$ cat src/hdl/plpp_pkg.sv
package plpp_pkg;

  localparam int HEADER_BYTES     = 22;
  localparam int MAX_PACKET_BYTES = 65536;

  localparam int POS_W = $clog2(MAX_PACKET_BYTES + 1);
  localparam int EXP_W = 20;

  localparam logic [POS_W-1:0] POS_HEADER = POS_W'(HEADER_BYTES);
  localparam logic [POS_W-1:0] POS_MAX    = POS_W'(MAX_PACKET_BYTES);

  localparam logic [15:0] FLAG_OK_MASK = 16'h0001;

  localparam int PADDR_W = 3;

  typedef enum logic {
    REG_EXPECTED_MAGIC   = 1'b0,
    REG_EXPECTED_VERSION = 1'b1
  } reg_index_t;

  typedef enum logic {
    KIND_POINT   = 1'b0,
    KIND_VERDICT = 1'b1
  } result_kind_t;

  typedef enum logic [2:0] {
    ST_ACCEPTED    = 3'd0,
    ST_SHORT       = 3'd1,
    ST_BAD_MAGIC   = 3'd2,
    ST_BAD_VERSION = 3'd3,
    ST_BAD_LENGTH  = 3'd4,
    ST_DUPLICATE   = 3'd5
  } packet_status_t;

  typedef struct packed {
    logic [7:0] data_byte;
    logic       last_byte;
  } in_item_t;

  typedef struct packed {
    logic        result_kind;
    logic [15:0] point_index;
    logic [31:0] x_bits;
    logic [31:0] y_bits;
    logic [2:0]  packet_status;
    logic [31:0] packet_seq;
    logic [63:0] timestamp_ns;
    logic        ok_flag;
    logic [15:0] point_count;
  } out_item_t;

endpackage

$ cat src/hdl/point_list_packet_parser.sv
// Point-list packet parser.
//
// The input channel (in_valid, in_ready, in_data) carries one datagram byte
// per transfer, with last_byte set on the final byte. The output channel
// (out_valid, out_ready, out_data) carries point results (result_kind 0)
// and one verdict per datagram (result_kind 1). The APB port programs the
// expected magic at address 0 and the expected version at address 4, and
// both read back; write them only while no datagram is in flight.
//
// Bytes can follow one another with no gap, so the sustained rate is one
// byte per cycle while in_ready is high. Each result is registered into the
// output register, or into the skid register while the output holds one. The
// header capture, point assembly and verdict checks sit between the parser
// state registers and the output register.
//
// When the receiver stalls, a held result stays on the output and one more
// result is kept in a skid register; in_ready drops only while that skid
// register is full. Reset clears the parser state, the sequence history,
// both configuration registers and all pending results.
module point_list_packet_parser
  import plpp_pkg::*;
(
  input  logic               clk,
  input  logic               rst_n,

  input  logic               in_valid,
  output logic               in_ready,
  input  in_item_t           in_data,

  output logic               out_valid,
  input  logic               out_ready,
  output out_item_t          out_data,

  input  logic               psel,
  input  logic               penable,
  input  logic               pwrite,
  input  logic [PADDR_W-1:0] paddr,
  input  logic [31:0]        pwdata,
  output logic [31:0]        prdata,
  output logic               pready
);

  logic [31:0]      exp_magic_r;
  logic [15:0]      exp_version_r;

  logic [POS_W-1:0] pos_r,        pos_nxt;
  logic [31:0]      magic_r,      magic_nxt;
  logic [15:0]      version_r,    version_nxt;
  logic [15:0]      flags_r,      flags_nxt;
  logic [31:0]      seq_r,        seq_nxt;
  logic [63:0]      time_r,       time_nxt;
  logic [15:0]      count_r,      count_nxt;
  logic [63:0]      asm_r,        asm_nxt;
  logic [15:0]      pcnt_r,       pcnt_nxt;
  logic             suppress_r,   suppress_nxt;
  logic [31:0]      last_seq_r,   last_seq_nxt;
  logic             has_seq_r,    has_seq_nxt;

  logic             out_vld_r;
  out_item_t        out_r;
  logic             skid_vld_r;
  out_item_t        skid_r;

  logic             in_fire;
  logic             pop;
  logic             res_vld;
  out_item_t        res;

  logic [POS_W-1:0] pos_off;
  logic [2:0]       lane;
  logic             have_point;
  logic             is_dup;
  logic [EXP_W-1:0] expect_len;
  logic [2:0]       status;
  logic             cfg_wr;

  assign in_ready = !skid_vld_r;
  assign in_fire  = in_valid && in_ready;
  assign pop      = out_vld_r && out_ready;

  assign out_valid = out_vld_r;
  assign out_data  = out_r;

  assign pready = 1'b1;
  assign cfg_wr = psel && penable && pwrite;

  always_comb begin
    case (reg_index_t'(paddr[2]))
      REG_EXPECTED_MAGIC:   prdata = exp_magic_r;
      REG_EXPECTED_VERSION: prdata = {16'd0, exp_version_r};
      default:              prdata = 32'd0;
    endcase
  end

  always_comb begin
    pos_nxt      = pos_r;
    magic_nxt    = magic_r;
    version_nxt  = version_r;
    flags_nxt    = flags_r;
    seq_nxt      = seq_r;
    time_nxt     = time_r;
    count_nxt    = count_r;
    asm_nxt      = asm_r;
    pcnt_nxt     = pcnt_r;
    suppress_nxt = suppress_r;
    last_seq_nxt = last_seq_r;
    has_seq_nxt  = has_seq_r;
    have_point   = 1'b0;
    pos_off      = pos_r - POS_HEADER;
    lane         = pos_off[2:0];
    is_dup       = 1'b0;
    expect_len   = '0;
    status       = ST_ACCEPTED;
    res          = '0;
    res_vld      = 1'b0;

    if (pos_r < POS_MAX) begin
      if (pos_r < POS_W'(4)) begin
        magic_nxt = {magic_r[23:0], in_data.data_byte};
      end else if (pos_r < POS_W'(6)) begin
        version_nxt = {version_r[7:0], in_data.data_byte};
      end else if (pos_r < POS_W'(8)) begin
        flags_nxt = {flags_r[7:0], in_data.data_byte};
      end else if (pos_r < POS_W'(12)) begin
        seq_nxt = {seq_r[23:0], in_data.data_byte};
      end else if (pos_r < POS_W'(20)) begin
        time_nxt = {time_r[55:0], in_data.data_byte};
      end else if (pos_r < POS_W'(22)) begin
        count_nxt = {count_r[7:0], in_data.data_byte};
      end

      is_dup = has_seq_r && (seq_nxt == last_seq_r);

      if (pos_r + POS_W'(1) == POS_HEADER) begin
        if (magic_nxt != exp_magic_r || version_nxt != exp_version_r || is_dup) begin
          suppress_nxt = 1'b1;
        end
      end

      if (pos_r >= POS_HEADER) begin
        asm_nxt[{lane, 3'b000} +: 8] = in_data.data_byte;
        if (lane == 3'd7) begin
          have_point = !suppress_r;
          pcnt_nxt   = pcnt_r + 16'd1;
        end
      end
      pos_nxt = pos_r + POS_W'(1);
    end

    is_dup = has_seq_r && (seq_nxt == last_seq_r);

    if (have_point) begin
      res.point_index = pcnt_r;
      res.x_bits      = asm_nxt[31:0];
      res.y_bits      = asm_nxt[63:32];
    end

    if (!in_data.last_byte) begin
      res.result_kind = KIND_POINT;
      res_vld         = have_point;
    end else begin
      res_vld         = 1'b1;
      res.result_kind = KIND_VERDICT;
      expect_len      = EXP_W'(HEADER_BYTES) + {1'b0, count_nxt, 3'b000};
      if (pos_nxt < POS_HEADER) begin
        status = ST_SHORT;
      end else begin
        if (magic_nxt != exp_magic_r) begin
          status = ST_BAD_MAGIC;
        end else if (version_nxt != exp_version_r) begin
          status = ST_BAD_VERSION;
        end else if (pos_nxt >= POS_MAX || EXP_W'(pos_nxt) != expect_len) begin
          status = ST_BAD_LENGTH;
        end else if (is_dup) begin
          status = ST_DUPLICATE;
        end else begin
          status = ST_ACCEPTED;
        end
        res.packet_seq   = seq_nxt;
        res.timestamp_ns = time_nxt;
        res.ok_flag      = |(flags_nxt & FLAG_OK_MASK);
        res.point_count  = count_nxt;
      end
      res.packet_status = status;
      if (status == ST_ACCEPTED) begin
        last_seq_nxt = seq_nxt;
        has_seq_nxt  = 1'b1;
      end
      pos_nxt      = '0;
      magic_nxt    = '0;
      version_nxt  = '0;
      flags_nxt    = '0;
      seq_nxt      = '0;
      time_nxt     = '0;
      count_nxt    = '0;
      asm_nxt      = '0;
      pcnt_nxt     = '0;
      suppress_nxt = 1'b0;
    end
  end

  always_ff @(posedge clk) begin
    if (!rst_n) begin
      exp_magic_r   <= '0;
      exp_version_r <= '0;
    end else if (cfg_wr) begin
      case (reg_index_t'(paddr[2]))
        REG_EXPECTED_MAGIC:   exp_magic_r   <= pwdata;
        REG_EXPECTED_VERSION: exp_version_r <= pwdata[15:0];
        default:              ;
      endcase
    end
  end

  always_ff @(posedge clk) begin
    if (!rst_n) begin
      pos_r      <= '0;
      magic_r    <= '0;
      version_r  <= '0;
      flags_r    <= '0;
      seq_r      <= '0;
      time_r     <= '0;
      count_r    <= '0;
      asm_r      <= '0;
      pcnt_r     <= '0;
      suppress_r <= 1'b0;
      last_seq_r <= '0;
      has_seq_r  <= 1'b0;
    end else if (in_fire) begin
      pos_r      <= pos_nxt;
      magic_r    <= magic_nxt;
      version_r  <= version_nxt;
      flags_r    <= flags_nxt;
      seq_r      <= seq_nxt;
      time_r     <= time_nxt;
      count_r    <= count_nxt;
      asm_r      <= asm_nxt;
      pcnt_r     <= pcnt_nxt;
      suppress_r <= suppress_nxt;
      last_seq_r <= last_seq_nxt;
      has_seq_r  <= has_seq_nxt;
    end
  end

  always_ff @(posedge clk) begin
    if (!rst_n) begin
      out_vld_r  <= 1'b0;
      skid_vld_r <= 1'b0;
    end else if (skid_vld_r) begin
      if (pop) begin
        out_r      <= skid_r;
        skid_vld_r <= 1'b0;
      end
    end else if (in_fire && res_vld) begin
      if (!out_vld_r || pop) begin
        out_r     <= res;
        out_vld_r <= 1'b1;
      end else begin
        skid_r     <= res;
        skid_vld_r <= 1'b1;
      end
    end else if (pop) begin
      out_vld_r <= 1'b0;
    end
  end

  a_skid_implies_out: assert property (@(posedge clk) disable iff (!rst_n)
    skid_vld_r |-> out_vld_r)
    else $error("Skid register holds a result while the output register is empty.");

  a_pos_saturates: assert property (@(posedge clk) disable iff (!rst_n)
    pos_r <= POS_MAX)
    else $error("Byte position ran past the packet size limit.");

  a_point_meta_zero: assert property (@(posedge clk) disable iff (!rst_n)
    (out_vld_r && out_r.result_kind == KIND_POINT) |->
      (out_r.packet_status == ST_ACCEPTED && out_r.packet_seq == 32'd0 &&
       out_r.point_count == 16'd0 && !out_r.ok_flag))
    else $error("A point result carries verdict fields.");

  a_clear_after_last: assert property (@(posedge clk) disable iff (!rst_n)
    (in_fire && in_data.last_byte) |=> (pos_r == '0 && pcnt_r == 16'd0 && !suppress_r))
    else $error("Per-packet state was not cleared after the final byte.");

  a_seq_update_on_accept: assert property (@(posedge clk) disable iff (!rst_n)
    (in_fire && !(in_data.last_byte && status == ST_ACCEPTED)) |=>
      $stable(last_seq_r) && $stable(has_seq_r))
    else $error("Sequence history changed without an accepted packet.");

endmodule

$ cat config.mk
export PLATFORM = sky130hd
export DESIGN_NAME = point_list_packet_parser
export DESIGN_NICKNAME = d
export VERILOG_FILES = /design/src/hdl/plpp_pkg.sv /design/src/hdl/point_list_packet_parser.sv
export SDC_FILE = /design/constraint.sdc
export NUM_CORES = 1
export LEC_CHECK = 0
export BUFFER_PORTS_ARGS = -buffer_cell sky130_fd_sc_hd__buf_4
export CAP_MARGIN = 20
export CORE_MARGIN = 5
export CORE_UTILIZATION = 45
export DETAILED_ROUTE_END_ITERATION = 6
export PLACE_DENSITY = 0.61
export SLEW_MARGIN = 30
export SYNTH_ARGS = -nofsm -noshare
export SYNTH_HDL_FRONTEND = slang
export SYNTH_SLANG_ARGS = --single-unit
$ cat constraint.sdc
create_clock -name clk -period 113.4 [get_ports clk]
set_input_delay 11.34 -clock clk [delete_from_list [all_inputs] [get_ports clk]]
set_output_delay 11.34 -clock clk [all_outputs]
set_load 0.02 [all_outputs]
==> out/results.ini <==
[floorplanning]
rows=100
num_io_pins=283
start_util_pct=45.4
core_area_um2=74600
die_w_um=284
die_area_um2=80900
die_h_um=284

[power]
power_frac_comb_pct=4.5
swShare_pct=22.5
leakage_nw=13.1
power_frac_clock_pct=45.6
p_total_mw=0.569
peakVddDrop_uv=11.4
p_int_mw=0.440
cellPowerDensity_nw_per_um2=14.5
pwr-share-seq_pct=49.9
p_sw_mw=0.128

[worst_setup_path]
worst_ep_arrival_time_ns=12.31
cp_max_fo=41
start_kind=input pin
crit_path_end_kind=output pin
crit_required_ns=102.06
worstSetupPathType=input pin to output pin

[min_path]
hold_path.class=flop to flop

[grt]
grt_max_degree=152
gr-total-overflow=0
grt_pass1_wl_um=150000
grt_use_total_pct=23.2
antenna_found_initial=0
grt_pass1_vias=25000

[sta]
fmax_mhz=42.3
rsz0062_at_grt=no
finalClockSkew_ns=0.0235
worst_pin_slew_ns=1.08
slew_headroom_pct=27.5
hold_viol=0
setup_tns_ns=0
min_period_ns=23.65
maxSlewViolCount=0
finalSetupViolCount=0
post-route-period-util_pct=20.9

[layout]
final_cell_mix=nand2_1, edfxtp_1, dfxtp_1, buf_4, nor2b_1
area_delta_synth_final_pct=15.9
fillers=6670
drive_above_1_share_pct=17.0
layout_commonest_cell=nand2_1
num_antenna_cells=0
nets=3492

[clock_tree]
clkSinkCount=736
cts_resized=0
cts_buffer_depth=3
cts_setup_buffers=0
cts_tree=built
cts-hold-fix-buffers=0
cts_root_buf=clkbuf_16
cts_buffers=82
clk_pin_slew_worst_paths_ns=0.05
clkLatencyLatePin_ns=0.65
htree_levels=3

[synthesis]
synth_cell_type_count=82
synth_edf_count=394
synth_warnings=0
ys.flop_type=edfxtp_1
ys_seq_area_share_pct=55.1
netlist_instances=3276
synth_seq_cells=736
async_reset_ff_share_pct=0
syn_area_per_cell_um2=10.3
mappedNetlistNets=3338
netlist_area_um2=33900
synth_top_area_cell=edfxtp_1
ys_top_cells_by_area=edfxtp_1, dfxtp_1, a22oi_1
synth_top_area_share_pct=34.9

[routing]
drc_errors=0
drt-initial-drc-count=2365
vias=25800
vias_per_cell=5.77
ant_nets=0
wl_um=98000
first_pass_iters=6
wire_per_inst_um=21.9

[outcome]
status=finished clean

[place]
port_buffers=279
place_congestion=0.891
dpl.hpwl_um=64300

[run]
max-cap-violations=0

per-stage QoR:
step           utilization [%]  cells  hold slack [ns]  worst slack, ns  cell area, um2
3_5_place_dp              49.1   4315            0.488            89.74           36600
3_3_place_gp              49.0   4315            0.466            89.76           36600
4_1_cts                   52.6   4467            0.503            89.75           39200
5_1_grt                   52.6   4467            0.515            89.70           39300
6_report                  52.6   4467            0.498            89.75           39300
2_1_floorplan                -   3276            0.456            69.29           33900
state kept, by name, indices dropped and copies added, names as in the netlist, 16 cells and up:
register       count
seq_r             32
time_r            64
pcnt_r            16
magic_r           32
exp_magic_r       32
version_r         16
exp_version_r     16
asm_r             64
skid_r           197
count_r           16
last_seq_r        32
out_data         197
pos_r             17
path summary, 6_finish.rpt:
path,start,end,slack (ns),depth (start not counted)
max,paddr[2],prdata[5],89.75,3
max reg2reg,pos_r[2]$_SDFFE_PN0P_,last_seq_r[23]$_SDFFE_PN0P_,107.10,17
min,exp_magic_r[26]$_SDFFE_PN0P_,exp_magic_r[26]$_SDFFE_PN0P_,0.50,2
min reg2reg,exp_magic_r[26]$_SDFFE_PN0P_,exp_magic_r[26]$_SDFFE_PN0P_,0.50,2
power by group through the flow:
stage	Combinational (mW)	Clock (mW)	Sequential, mW
after detailed placement	0.0253	0	0.289
after global placement	0.0249	0	0.289
after floorplan	0.0114	0	0.292
final	0.0253	0.260	0.284
after global routing	0.0267	0.277	0.284
after CTS	0.0254	0.266	0.284
per-layer routing:
metal	routed length (um)	vias to the layer above	global-route usage, %	share of wire, %
met5	0	-	0	0
met4	2650	0	6.46	2.7
met3	4930	164	3.57	5.0
met2	49300	746	40.9	50
met1	41200	12700	29.7	42
li1	-	12100	-	-
critical path: stages:
cell	delay (ns)
buf_4	0.38
mux2_2	0.42
buf_4	0.16
Yosys cell counts, drive strengths merged (11+ instances only):
master / count
nand2: 433
edfxtp: 394
dfxtp: 342
nor2b: 264
a22oi: 225
clkbuf: 208
nor2: 178
a21oi: 174
mux2: 114
o31ai: 98
o21ai: 82
nor3: 80
xnor2: 80
nand3: 66
a21boi: 52
inv: 50
xor2: 43
nand4: 39
buf: 36
and3: 35
mux2i: 29
nand2b: 29
and2: 27
nor4: 25
o211a: 21
o221a: 13
a21o: 12
o22ai: 12
ha: 11
cell type report:
| class | instances | area (um2) | area share, % |
|---|---|---|---|
| Tap cell | 969 | 1210 | 3.09 |
| Inverter | 50 | 190 | 0.485 |
| Sequential cell | 736 | 18700 | 47.6 |
| Multi-Input combinational cell | 2246 | 14100 | 36.1 |
| Clock buffer | 119 | 2280 | 5.81 |
| Timing Repair Buffer | 314 | 2380 | 6.07 |
| Clock inverter | 33 | 353 | 0.899 |
cell families after synthesis:
| group | after synthesis | synth area share [%] |
|---|---|---|
| compound gates | 745 | 15.0 |
| mux | 143 | 4.65 |
| other cells | 1 | 0.0111 |
| xor+xnor | 124 | 3.25 |
| fa+ha+maj | 11 | 0.406 |
| simple gates | 1222 | 18.0 |
| flops | 736 | 55.1 |
| buf+inv | 294 | 3.45 |
(Power assumes the default switching activity.)
